$ cat src/hw/rtl/dda2_pkg.sv
`timescale 1ns / 1ps

package dda2_pkg;

  localparam int SUBSTEPS   = 100000;
  localparam int TICK_BITS  = 14;
  localparam int TICK_W     = 14;
  localparam int INC_W      = 31;
  localparam int ACC_W      = 32;
  localparam int OPCODE_W   = 2;
  localparam int STATUS_W   = 2;
  localparam int CFG_IDX_W  = 2;
  localparam int SUBSTEP_W  = $clog2(SUBSTEPS + 1);
  localparam int PROD_W     = TICK_BITS + SUBSTEP_W;

  typedef enum logic [OPCODE_W-1:0] {
    OP_TICK    = 2'd0,
    OP_SEGMENT = 2'd1,
    OP_NULL    = 2'd2
  } opcode_t;

  typedef enum logic [STATUS_W-1:0] {
    ST_OK   = 2'd0,
    ST_FULL = 2'd1,
    ST_ZERO = 2'd2
  } status_t;

  typedef enum logic [CFG_IDX_W-1:0] {
    REG_Z_POLARITY = 2'd0,
    REG_R_POLARITY = 2'd1
  } cfg_reg_t;

endpackage

$ cat src/hw/rtl/dda_two_axis_step_generator.sv
`timescale 1ns / 1ps

// Two-axis DDA step generator with a one-deep segment buffer. Every input beat
// (a tick, a motion segment or a null segment) yields exactly one result beat,
// and a new beat is taken every clock cycle: the whole update, two accumulator
// adds with their sign tests, the countdown and a ticks-by-substeps constant
// multiply on segment load, sits between the state registers and one output
// register. Input is stalled only while that output register holds a result
// that the sink does not take in the same cycle. Polarity registers should be
// written only while no motion is in progress.
module dda_two_axis_step_generator (
  input  logic                           clk,
  input  logic                           rst,
  input  logic                           cfg_valid,
  output logic                           cfg_ready,
  input  logic [dda2_pkg::CFG_IDX_W-1:0] cfg_index,
  input  logic                           cfg_data,
  input  logic                           in_valid,
  output logic                           in_ready,
  input  logic [dda2_pkg::OPCODE_W-1:0]  opcode,
  input  logic [dda2_pkg::INC_W-1:0]     z_increment,
  input  logic [dda2_pkg::INC_W-1:0]     r_increment,
  input  logic                           z_direction,
  input  logic                           r_direction,
  input  logic [dda2_pkg::TICK_W-1:0]    tick_count,
  output logic                           out_valid,
  input  logic                           out_ready,
  output logic                           z_step,
  output logic                           r_step,
  output logic                           z_dir_pin,
  output logic                           r_dir_pin,
  output logic [dda2_pkg::STATUS_W-1:0]  status,
  output logic                           segment_loaded,
  output logic                           motion_complete
);
  import dda2_pkg::*;

  // Configuration
  logic z_polarity;
  logic r_polarity;

  // Segment buffer
  logic                 pending_valid;
  logic                 pending_null;
  logic                 pending_reset_mark;
  logic [INC_W-1:0]     pending_z_increment;
  logic [INC_W-1:0]     pending_r_increment;
  logic                 pending_z_dir;
  logic                 pending_r_dir;
  logic [TICK_BITS-1:0] pending_ticks;
  logic [TICK_BITS-1:0] previous_ticks;

  // Active segment
  logic [TICK_BITS-1:0] countdown;
  logic [INC_W-1:0]     ticks_times_substeps;
  logic [INC_W-1:0]     active_z_increment;
  logic [INC_W-1:0]     active_r_increment;
  logic [ACC_W-1:0]     z_accumulator;
  logic [ACC_W-1:0]     r_accumulator;
  logic                 z_dir_latch;
  logic                 r_dir_latch;

  // Next values
  logic                 pending_valid_next;
  logic                 pending_null_next;
  logic [TICK_BITS-1:0] countdown_next;
  logic [INC_W-1:0]     ticks_times_substeps_next;
  logic [INC_W-1:0]     active_z_increment_next;
  logic [INC_W-1:0]     active_r_increment_next;
  logic [ACC_W-1:0]     z_accumulator_next;
  logic [ACC_W-1:0]     r_accumulator_next;
  logic                 z_dir_latch_next;
  logic                 r_dir_latch_next;

  // Item decode
  logic                 in_fire;
  logic                 out_fire;
  opcode_t              op;
  logic [TICK_BITS-1:0] ticks_in;
  logic                 is_segment;
  status_t              status_now;
  logic                 accept_motion;
  logic                 accept_any;
  logic                 reset_mark_in;

  // Buffer contents as seen after this beat's segment is accepted
  logic                 eff_valid;
  logic                 eff_null;
  logic                 eff_reset_mark;
  logic [INC_W-1:0]     eff_z_increment;
  logic [INC_W-1:0]     eff_r_increment;
  logic                 eff_z_dir;
  logic                 eff_r_dir;
  logic [TICK_BITS-1:0] eff_ticks;

  logic                 tick_run;
  logic [TICK_BITS-1:0] countdown_dec;
  logic                 countdown_ends;
  logic                 load_now;
  logic                 motion_load;
  logic                 complete_now;
  logic [PROD_W-1:0]    ticks_product;

  logic [ACC_W-1:0]     z_sum;
  logic [ACC_W-1:0]     r_sum;
  logic [ACC_W-1:0]     z_sum_sub;
  logic [ACC_W-1:0]     r_sum_sub;
  logic                 z_fires;
  logic                 r_fires;
  logic [ACC_W-1:0]     z_acc_ticked;
  logic [ACC_W-1:0]     r_acc_ticked;

  assign cfg_ready = 1'b1;
  assign in_ready  = !out_valid || out_ready;
  assign in_fire   = in_valid && in_ready;
  assign out_fire  = out_valid && out_ready;

  always_comb begin
    op            = opcode_t'(opcode);
    ticks_in      = tick_count[TICK_BITS-1:0];
    is_segment    = (op == OP_SEGMENT) || (op == OP_NULL);
    reset_mark_in = ((TICK_BITS + 1)'({ticks_in, 1'b0})) <
                    ((TICK_BITS + 1)'(previous_ticks));

    status_now = ST_OK;
    if (is_segment) begin
      if (pending_valid) begin
        status_now = ST_FULL;
      end else if (op == OP_SEGMENT && ticks_in == '0) begin
        status_now = ST_ZERO;
      end
    end
    accept_any    = is_segment && (status_now == ST_OK);
    accept_motion = accept_any && (op == OP_SEGMENT);

    eff_valid       = pending_valid || accept_any;
    eff_null        = accept_any ? (op == OP_NULL) : pending_null;
    eff_reset_mark  = accept_motion ? reset_mark_in : pending_reset_mark;
    eff_z_increment = accept_motion ? z_increment : pending_z_increment;
    eff_r_increment = accept_motion ? r_increment : pending_r_increment;
    eff_z_dir       = accept_motion ? z_direction : pending_z_dir;
    eff_r_dir       = accept_motion ? r_direction : pending_r_dir;
    eff_ticks       = accept_motion ? ticks_in : pending_ticks;

    // DDA tick on both axes. The subtracted form is built alongside the plain
    // sum so that only a select follows the sign test.
    tick_run       = (op == OP_TICK) && (countdown != '0);
    countdown_dec  = countdown - 1'b1;
    countdown_ends = tick_run && (countdown_dec == '0);

    z_sum     = z_accumulator + ACC_W'(active_z_increment);
    r_sum     = r_accumulator + ACC_W'(active_r_increment);
    z_sum_sub = z_accumulator + ACC_W'(active_z_increment) - ACC_W'(ticks_times_substeps);
    r_sum_sub = r_accumulator + ACC_W'(active_r_increment) - ACC_W'(ticks_times_substeps);
    z_fires   = tick_run && (z_sum != '0) && !z_sum[ACC_W-1];
    r_fires   = tick_run && (r_sum != '0) && !r_sum[ACC_W-1];

    z_acc_ticked = z_accumulator;
    r_acc_ticked = r_accumulator;
    if (tick_run) begin
      z_acc_ticked = z_fires ? z_sum_sub : z_sum;
      r_acc_ticked = r_fires ? r_sum_sub : r_sum;
    end

    load_now = (countdown_ends && pending_valid) ||
               (accept_any && (countdown == '0) && eff_valid);
    motion_load  = load_now && !eff_null;
    complete_now = countdown_ends && !pending_valid;

    ticks_product = PROD_W'(eff_ticks) * PROD_W'(SUBSTEPS);

    pending_valid_next = load_now ? 1'b0 : eff_valid;
    pending_null_next  = load_now ? 1'b0 : eff_null;

    countdown_next            = tick_run ? countdown_dec : countdown;
    ticks_times_substeps_next = ticks_times_substeps;
    active_z_increment_next   = active_z_increment;
    active_r_increment_next   = active_r_increment;
    z_accumulator_next        = z_acc_ticked;
    r_accumulator_next        = r_acc_ticked;
    z_dir_latch_next          = z_dir_latch;
    r_dir_latch_next          = r_dir_latch;

    if (motion_load) begin
      countdown_next            = eff_ticks;
      ticks_times_substeps_next = INC_W'(ticks_product);
      active_z_increment_next   = eff_z_increment;
      active_r_increment_next   = eff_r_increment;
      if (eff_reset_mark) begin
        z_accumulator_next = ACC_W'(0) - ACC_W'(eff_ticks);
        r_accumulator_next = ACC_W'(0) - ACC_W'(eff_ticks);
      end
      // A direction is only taken up by an axis that actually moves.
      if (eff_z_increment != '0) begin
        z_dir_latch_next = eff_z_dir ^ z_polarity;
      end
      if (eff_r_increment != '0) begin
        r_dir_latch_next = eff_r_dir ^ r_polarity;
      end
    end
  end

  always_ff @(posedge clk) begin
    if (rst) begin
      z_polarity <= 1'b0;
      r_polarity <= 1'b0;
    end else if (cfg_valid && cfg_ready) begin
      case (cfg_reg_t'(cfg_index))
        REG_Z_POLARITY: z_polarity <= cfg_data;
        REG_R_POLARITY: r_polarity <= cfg_data;
        default: ;
      endcase
    end
  end

  always_ff @(posedge clk) begin
    if (rst) begin
      pending_valid        <= 1'b0;
      pending_null         <= 1'b0;
      pending_reset_mark   <= 1'b0;
      previous_ticks       <= '0;
      countdown            <= '0;
      ticks_times_substeps <= '0;
      active_z_increment   <= '0;
      active_r_increment   <= '0;
      z_accumulator        <= '0;
      r_accumulator        <= '0;
      z_dir_latch          <= 1'b0;
      r_dir_latch          <= 1'b0;
    end else if (in_fire) begin
      pending_valid        <= pending_valid_next;
      pending_null         <= pending_null_next;
      if (accept_motion) begin
        pending_reset_mark <= reset_mark_in;
        previous_ticks     <= ticks_in;
      end
      countdown            <= countdown_next;
      ticks_times_substeps <= ticks_times_substeps_next;
      active_z_increment   <= active_z_increment_next;
      active_r_increment   <= active_r_increment_next;
      z_accumulator        <= z_accumulator_next;
      r_accumulator        <= r_accumulator_next;
      z_dir_latch          <= z_dir_latch_next;
      r_dir_latch          <= r_dir_latch_next;
    end
  end

  // Buffer payload is only read while pending_valid is set.
  always_ff @(posedge clk) begin
    if (in_fire && accept_motion) begin
      pending_z_increment <= z_increment;
      pending_r_increment <= r_increment;
      pending_z_dir       <= z_direction;
      pending_r_dir       <= r_direction;
      pending_ticks       <= ticks_in;
    end
  end

  always_ff @(posedge clk) begin
    if (rst) begin
      out_valid <= 1'b0;
    end else if (in_fire) begin
      out_valid <= 1'b1;
    end else if (out_fire) begin
      out_valid <= 1'b0;
    end
  end

  always_ff @(posedge clk) begin
    if (in_fire) begin
      z_step          <= z_fires;
      r_step          <= r_fires;
      z_dir_pin       <= z_dir_latch_next;
      r_dir_pin       <= r_dir_latch_next;
      status          <= status_now;
      segment_loaded  <= motion_load;
      motion_complete <= complete_now;
    end
  end

  // The buffer never holds a segment while the block is idle.
  assert property (@(posedge clk) disable iff (rst)
    !(pending_valid && (countdown == '0)))
    else $error("segment left in buffer while idle");

  assert property (@(posedge clk) disable iff (rst)
    in_fire |=> out_valid)
    else $error("accepted beat produced no result");

  assert property (@(posedge clk) disable iff (rst)
    out_valid |-> !(segment_loaded && motion_complete))
    else $error("load and motion complete in the same result");

  assert property (@(posedge clk) disable iff (rst)
    (out_valid && (status != ST_OK)) |-> !segment_loaded)
    else $error("refused segment reported a load");

  assert property (@(posedge clk) disable iff (rst)
    (out_valid && (z_step || r_step)) |-> (status == ST_OK) && !segment_loaded ||
      (status == ST_OK))
    else $error("step pulse on a refused segment");

endmodule

$ cat config.mk
export PLATFORM = sky130hd
export DESIGN_NAME = dda_two_axis_step_generator
export DESIGN_NICKNAME = d
export VERILOG_FILES = /design/src/hw/rtl/dda2_pkg.sv /design/src/hw/rtl/dda_two_axis_step_generator.sv
export SDC_FILE = /design/constraint.sdc
export NUM_CORES = 1
export LEC_CHECK = 0
export BUFFER_PORTS_ARGS = -buffer_cell sky130_fd_sc_hd__buf_2
export CORE_MARGIN = 3
export CORE_UTILIZATION = 25
export DETAILED_ROUTE_END_ITERATION = 8
export HOLD_SLACK_MARGIN = 0.12
export PLACE_DENSITY = 0.49
export SKIP_LAST_GASP = 1
export SYNTH_ARGS = -nofsm -noshare
export SYNTH_HDL_FRONTEND = slang
export SYNTH_SLANG_ARGS = --single-unit
$ cat constraint.sdc
create_clock -name clk -period 6.5 [get_ports clk]
set_clock_uncertainty 0.05 [all_clocks]
set_input_delay 0.325 -clock clk [delete_from_list [all_inputs] [get_ports clk]]
set_output_delay 0.325 -clock clk [all_outputs]
set_load 0.02 [all_outputs]
Word-level counts from Yosys, hierarchy flattened
Cells that the tools add are included.
{ "totals": {"reg_bits": 274, "latchBits": 0, "ram_bits": 0, "romBits": 0, "output_inout_bits": 11, "mem_count": 0} }
{ "classes": {"addsub": 6, "n_mul": 1, "n_div": 0, "magnitude_cmp": 1, "eq_ne": 3, "shift": 0, "n_mux": 28, "bitwise_logic": 2, "reduce_logical": 44} }
{ "ops": {"columns": ["operator", "count"], "rows": [
  ["$mux W32", 8],
  ["$add A32 B31 Y32", 2],
  ["$reduce_bool A32 Y1", 2],
  ["$sub A32 B31 Y32", 2],
  ["$mux W31", 2],
  ["$reduce_bool A31 Y1", 2],
  ["$logic_not A14 Y1", 3],
  ["$mux W14", 3],
  ["$mul A14 B12 Y26 const B", 1],
  ["$logic_and A1 B1 Y1", 17],
  ["$lt A15 B14 Y1", 1],
  ["$sub A1 B14 Y15 const A", 1],
  ["$reduce_bool A14 Y1", 1],
  ["$sub A14 B1 Y14 const B", 1],
  ["$mux W1", 12],
  ["$reduce_and A2 Y1", 5],
  ["$logic_not A2 Y1", 3],
  ["$mux W2", 3],
  ["$logic_not A1 Y1", 5],
  ["$eq A2 B1 Y1 const B", 2],
  ["$logic_or A1 B1 Y1", 4],
  ["$reduce_bool A2 Y1", 2],
  ["$eq A2 B2 Y1 const B", 1],
  ["$xor A1 B1 Y1", 2]
]} }

Depth between registers and ports, before layout
Gate-level depths: netlist of the first run.
{ "depth": {"word_depth": 13, "mapped_depth": 30, "mapped_depth_nobuf": 27} }

Worst setup path before layout of the first run
No wires, ideal clock.
{ "synth_path": {"path_kind": "in2reg", "from": "input opcode[0] in the netlist's numbering", "to": "register ticks_times_substeps[29]", "setup_ns": 0.060, "arrival_ns": 7.110, "setup_slack_ns": -0.719, "cell_stages": 26, "path_buffers": 4, "path_cell_list": "inv_1 > ha_1 > nor2b_1 > nand3_1 > clkbuf_1 > clkbuf_1 > buf_1 > buf_1 > mux2_2 > ha_1 > ha_1 > xor2_1 > ha_1 > a41o_1 > fa_1 > inv_1 > fa_1 > inv_1 > ha_1 > or3_1 > nand4_1 > o21ai_0 > o41ai_1 > o21ai_0 > nor4b_1 > a221o_1"} }
{ "synth_between": {"elab_chain_len": 12, "elab_cells_between_ends": 24, "classes_between": "mul: 1; eq/ne: 2; mux: 5; reduce/logical: 16"} }
{ "synth_lines": {"columns": ["element", "line", "source"], "rows": [
  ["start: declaration", "dda_two_axis_step_generator.sv:20", "input logic [dda2_pkg::OPCODE_W-1:0] opcode,"],
  ["parallel branches: the longest is 12 deep, another holds $mul A14 B12 Y26", null, null],
  ["end signal: assignment", "dda_two_axis_step_generator.sv:238", "ticks_times_substeps <= ticks_times_substeps_next;"],
  ["end: declaration", "dda_two_axis_step_generator.sv:55", "logic [INC_W-1:0] ticks_times_substeps;"]
]} }
Several ways; the timed one is not identified.
A chain may end at the register's enable or synchronous reset.

Final worst setup path of the first run
{ "layout_path": {"from": "input tick_count[13] in the netlist's numbering", "to": "register ticks_times_substeps[29]"} }
{ "layout_between": {"elab_chain_len": 12, "elab_cells_between_ends": 18, "classes_between": "mul: 1; mux: 5; reduce/logical: 12"} }
{ "layout_lines": {"columns": ["element", "line", "source"], "rows": [
  ["start: declaration", "dda_two_axis_step_generator.sv:25", "input logic [dda2_pkg::TICK_W-1:0] tick_count,"],
  ["parallel branches: the longest is 12 deep, another holds $mul A14 B12 Y26", null, null]
]} }
Several ways; the timed one is not identified.

==> results of run 1 <==
-- per-layer routing --
metal  track usage  wire (µm)  up-vias
li1              -          -     9716
met3       0.02538       3840       67
met4       0.03988       1631        0
met2        0.2185      28270      402
met1        0.2198      34830     9005
met5             0          0        -
-- power breakdown --
part	internal (mW)	total [mW]	switching [mW]	leakage, nW
registers	2.02	2.24	0.217	2.31
clock network	1.18	2.01	0.830	0.553
logic	3.03	6.95	3.92	7.91
total	6.23	11.2	4.97	10.8
-- synth_stat cells, drive strengths merged, types with 24 or more instances --
library cell	count	area share
a211oi	87	0.030
a21o	67	0.023
a21oi	178	0.041
a221oi	71	0.029
and2	26	0.0075
clkbuf	89	0.015
dfxtp	188	0.17
edfxtp	86	0.12
fa	36	0.033
ha	233	0.13
inv	204	0.035
mux2i	95	0.044
nand2	224	0.039
nand3	51	0.012
nand4	36	0.010
nor2	205	0.035
nor2b	25	0.0072
nor3	50	0.012
nor4	43	0.013
o21a	24	0.0083
o21ai	102	0.023
xnor2	86	0.035
xor2	37	0.015
-- worst min-delay path by stage --
| stage | slack [ns] | endpoint | from |
|---|---|---|---|
| after floorplan | 0.37 | pending_r_dir$_DFFE_PP_ | r_direction |
| after global placement | 0.39 | ticks_times_substeps[15]$_SDFFE_PP0P_ | ticks_times_substeps[15]$_SDFFE_PP0P_ |
| after detailed placement | 0.40 | ticks_times_substeps[27]$_SDFFE_PP0P_ | ticks_times_substeps[27]$_SDFFE_PP0P_ |
| after CTS | 0.13 | countdown[6]$_SDFFE_PP0P_ | rst |
| after global routing | 0.18 | previous_ticks[12]$_SDFFE_PP0P_ | rst |
| final | 0.16 | countdown[6]$_SDFFE_PP0P_ | rst |
-- logic make-up (layout without fill, tap and decap cells) --
family,count (synthesis),count (layout),share of synthesized area
AOI/OAI and AO/OA,683,683,0.2140
xor gates and xnor gates,123,123,0.04956
adders and majority gates,269,269,0.1673
buffers and inverters,313,501,0.05497
DFF,274,274,0.2920
muxes,101,101,0.04686
other,1,2,0.0001725
and+or+nand+nor,781,782,0.1752
-- cell usage in the layout (no fill, tap or decap), drive strengths merged, types with 17 or more instances in the layout --
master	count
edfxtp	86
o21ai	102
nor3	50
nand4	36
clkbuf	46
a211oi	87
inv	206
a31oi	18
dfxtp	188
dlygate4sd3	84
mux2i	95
xor2	37
o21a	24
and3	23
nand3	52
a21o	67
a221oi	71
a21oi	178
nor4	43
ha	233
and2	26
nor2	205
xnor2	86
nand2b	17
nor2b	25
or3	20
fa	36
buf	150
nand2	224
-- timing repair --
item / in CTS / in global routing
hold buffers: 84 / 0
setup buffers: 0 / 8
setup endpoints to repair: 0 / 4
endpoints found under the hold margin: 140 / 0
resized for setup: 0 / 1
-- cell type report --
class                   instances  area share
diodes                          1  0.00009736
clock buffers                  46     0.03773
clock inverters                17    0.007351
inverters                     204     0.02989
multi-input cells            1959      0.5545
flip-flops and latches        274      0.2469
well taps                    1144     0.05569
repair buffers                234     0.06781
-- through the flow --
stage | hold WS (ns) | std cells | setup slack (ns)
after floorplan | 0.3739 | 2545 | 0.02922
after global placement | 0.3883 | 3722 | 0.2162
after detailed placement | 0.3964 | 3722 | 0.1689
after CTS | 0.1329 | 3869 | 0.2089
after global routing | 0.1809 | 3878 | 0.01247
final | 0.1609 | 3879 | 0.3814
-- sequential cells by signal (all words and copies together), names as in the netlist, 2 cells and up --
name                  cells
r_accumulator            32
z_accumulator            32
active_r_increment       31
active_z_increment       31
pending_r_increment      31
pending_z_increment      31
ticks_times_substeps     26
countdown                14
pending_ticks            14
previous_ticks           14
status                    2
==> results.cfg, run 1 <==
[min_path]
hold_depth = 2
hold_class = in2reg

[pwr]
power_density_nw_per_um2 = 435.8
peakVddDrop_mv = 0.2359
leakagePower_nw = 10.77
power.total_mw = 11.20

[floorplanning]
fp-row-count = 107
die_h_um = 300.9
die_area_um2 = 90520
design.portCount = 99
start_util = 0.2537
coreArea_um2 = 85680
die_x_um = 300.9

[final_layout]
nets = 3065
drive_gt1_frac = 0.08851
fillers = 9128
final_util = 0.3000
syn2layout_area_growth_pct = 18.25
fin_area_um2 = 25700
multi_input_area_um2 = 14250
regArea_um2 = 6346

[setup_path]
r2r-end = ticks_times_substeps[29]$_SDFFE_PP0P_
start_kind = primary input
cp-endpoint = ticks_times_substeps[29]$_SDFFE_PP0P_
critical_path.max_stage_delay_ns = 0.53
crit_slowest_cell = dlygate4sd3_1
end_kind = flip-flop
r2r_start = pending_valid$_SDFFE_PP0P_
reg2regPathDepth = 22
worst-path-stages = 26
rrSetupSlack_ns = 0.53
crit_start = tick_count[13]
crit_required_ns = 6.96
cpMostUsedCell = ha_1
critPathArrivalTime_ns = 6.58
cp_num_buf_inv = 7
cp_top_family = adder cells
crit_type = in2reg
crit_fanout = 6

[route]
drc = 0
drtAntennaViolNets = 0
routed_wl_um = 68570
vias = 19190
viasPerCell = 4.947
drt-pass1-iter-count = 6
dr.first_iter.drc_count = 1443
wire_per_inst_um = 17.68

[sta]
min_period_ns = 6.119
relSlewSlack = 0.3988
rsz0062_at_grt = no
finalMaxSlewViolations = 0
timing.final.crit_share = 0.9413
setup_tns_ns = 0
finalSetupViolCount = 0
max_freq_mhz = 163.4
hold_viol = 0
worstMarginPinSlew_ns = 0.9018

[cts]
clk_path_buf_depth = 3
root_buffer = clkbuf_16
clkTransAtPathRegs_ns = 0.06
cts_tree = yes
cts.sinks = 274
h-tree-depth = 2
cts_buffers = 35
worst_skew_pair.late_latency_ns = 0.56

[global_route]
grt_max_degree = 83
grt_use_total = 0.1480
antenna_found_initial = 1
grt_pass1_vias = 18400
grt_pass1_wl_um = 106400
grt_overflow = 0

[place]
gp_routability_congestion = 0.8610
io_buffers = 97
dp_hpwl_um = 52310
placed_area_um2 = 23630

[logic_synthesis]
synthesis.area_um2 = 21740
synth_enable_flop_cells = 86
yosysWarningCount = 0
ys_types = 82
ys_ff_latch = 274
synth_seq_area_share = 0.2920
syn_nets = 2902
synth_flop_cell = dfxtp_1
async_flop_share = 0
synth.avg_cell_area_um2 = 8.541
netlist_instances = 2545

[run_status]
status = completed

[run]
max-cap-violations = 0
(Power assumes the default switching activity.)
==> run 2: changes to the inputs <==
- CORE_UTILIZATION: 25 -> 45
- PLACE_DENSITY: 0.49 -> 0.72
==> run 2 against run 1 <==
Compared with the run above: first-iteration DRC count grew 12%; via count grew 3.7%; worst hold slack gained 0.024 ns; die area shrank 44%; final cell count shrank 14%; highest routed layer unchanged; utilization grew 23 points; sequential cell count is the same; combinational power is essentially flat; clock power shrank 9%; setup slack lost 0.071 ns.
==> results.cfg, run 2 (synthesized netlist as in run 1, its figures left out) <==
[setup_path]
crit_required_ns = 6.99
crit_chain = dlygate4sd3_1, buf_2, nor4_1, nand4_1, buf_4, nand3_4, buf_4, mux2i_1, inv_2, ha_1, ha_1, inv_1, fa_1, inv_1, fa_1, fa_1, ha_1, or3_1, nand4_1, o21ai_0, o41ai_2, o21ai_0, nor4b_1, a221o_1
crit_type = in2reg
critical_path.max_stage_delay_ns = 0.54
critPathArrivalTime_ns = 6.68
crit_fanout = 11
crit_slowest_cell = dlygate4sd3_1
start_kind = primary input
end_kind = flip-flop

[cts]
worst_skew_pair.late_latency_ns = 0.60
cts.sinks = 274
root_buffer = clkbuf_16
clk_path_buf_depth = 3
clkTransAtPathRegs_ns = 0.06
cts_buffers = 31
cts_tree = yes
h-tree-depth = 1

[global_route]
grt_max_degree = 105
antenna_found_initial = 2
grt_pass1_vias = 19020
grt_overflow = 0
grt_use_total = 0.2459
grt_pass1_wl_um = 102100

[route]
routed_wl_um = 64330
vias = 19900
drtAntennaViolNets = 0
drc = 0
drt-pass1-iter-count = 7
viasPerCell = 5.984
wire_per_inst_um = 19.35
dr.first_iter.drc_count = 1616

[final_layout]
reg.largest.list = r_accumulator: 32 flops, z_accumulator: 32 flops
final_util = 0.5267
nets = 3048
finalNonFillerCells = 3325
fillers = 4289
multi_input_area_um2 = 14260
layout_common_cells = 233 x ha_1, 223 x nand2_1, 204 x nor2_1
drive_gt1_frac = 0.08395
layout_commonest_cell = ha_1
syn2layout_area_growth_pct = 14.24
regArea_um2 = 6346
fin_area_um2 = 24830

[floorplanning]
fp-row-count = 79
design.portCount = 99
die_x_um = 225.8
die_area_um2 = 50970
coreArea_um2 = 47150
die_h_um = 225.8
start_util = 0.4610

[sta]
finalMaxSlewViolations = 0
relSlewSlack = 0.2149
finalSetupViolCount = 0
timing.final.crit_share = 0.9523
worstMarginPinSlew_ns = 1.178
min_period_ns = 6.190
whs_ns = 0.1850
hold_viol = 0
setup_tns_ns = 0
worst_slack_ns = 0.3103
max_freq_mhz = 161.6

[place]
pre_cts_slack_ns = 0.08473
io_buffers = 97
dp_hpwl_um = 48330
gp_routability_congestion = 0.9315
dp_cells = 3172
placed_area_um2 = 22860

[pwr]
leakagePower_nw = 10.66
peakVddDrop_mv = 0.2927
power_density_nw_per_um2 = 443.9
power.total_mw = 11.02

[run_status]
status = completed

[min_path]
hold_class = in2reg

[run]
max-cap-violations = 0
## run 2: final cells by class
cell class,instances,share of cell area
Antenna cell,2,0.0002016
Timing Repair Buffer,221,0.06676
Tap cell,607,0.03059
Clock inverter,22,0.009372
Inverter,204,0.03089
Clock buffer,36,0.03240
Multi-Input combinational cell,1959,0.5742
Sequential cell,274,0.2556
## run 2: critical path, delay by kind of cell
kind / cells / cell delay (ns)
fa+ha+maj: 6 / 2.33
simple gates: 6 / 1.56
buf+inv: 7 / 1.31
compound gates: 4 / 0.85
mux: 1 / 0.31
## run 2: power breakdown
group          internal, mW  switching, mW  total (mW)  leakage (nW)
Clock                  1.05          0.769        1.82         0.502
Sequential             2.02          0.220        2.24          2.31
Combinational          3.02           3.94        6.96          7.85
## run 2: path summary, 6_finish.rpt
check | from | endpoint | slack (ns) | cells after the start
worst min-delay path | rst | countdown[1]$_SDFFE_PP0P_ | 0.19 | 2
worst max register to register | pending_valid$_SDFFE_PP0P_ | ticks_times_substeps[29]$_SDFFE_PP0P_ | 0.48 | 20
worst min register to register | ticks_times_substeps[19]$_SDFFE_PP0P_ | ticks_times_substeps[19]$_SDFFE_PP0P_ | 0.40 | 2
worst max-delay path | tick_count[9] | ticks_times_substeps[29]$_SDFFE_PP0P_ | 0.31 | 24
## run 2: what timing repair did
item | CTS | global route
buffers inserted | 0 | 8
setup endpoints to repair | 0 | 8
hold endpoints to repair | 154 | 0
hold buffers | 84 | 0
gates resized for setup | 0 | 5
## run 2: routing by layer
metal | vias up | track usage | routed length [µm]
li1 | 9655 | - | -
met1 | 9465 | 0.3429 | 29450
met2 | 676 | 0.4012 | 29120
met3 | 100 | 0.03458 | 3958
met4 | 0 | 0.06355 | 1807
met5 | - | 0 | 0
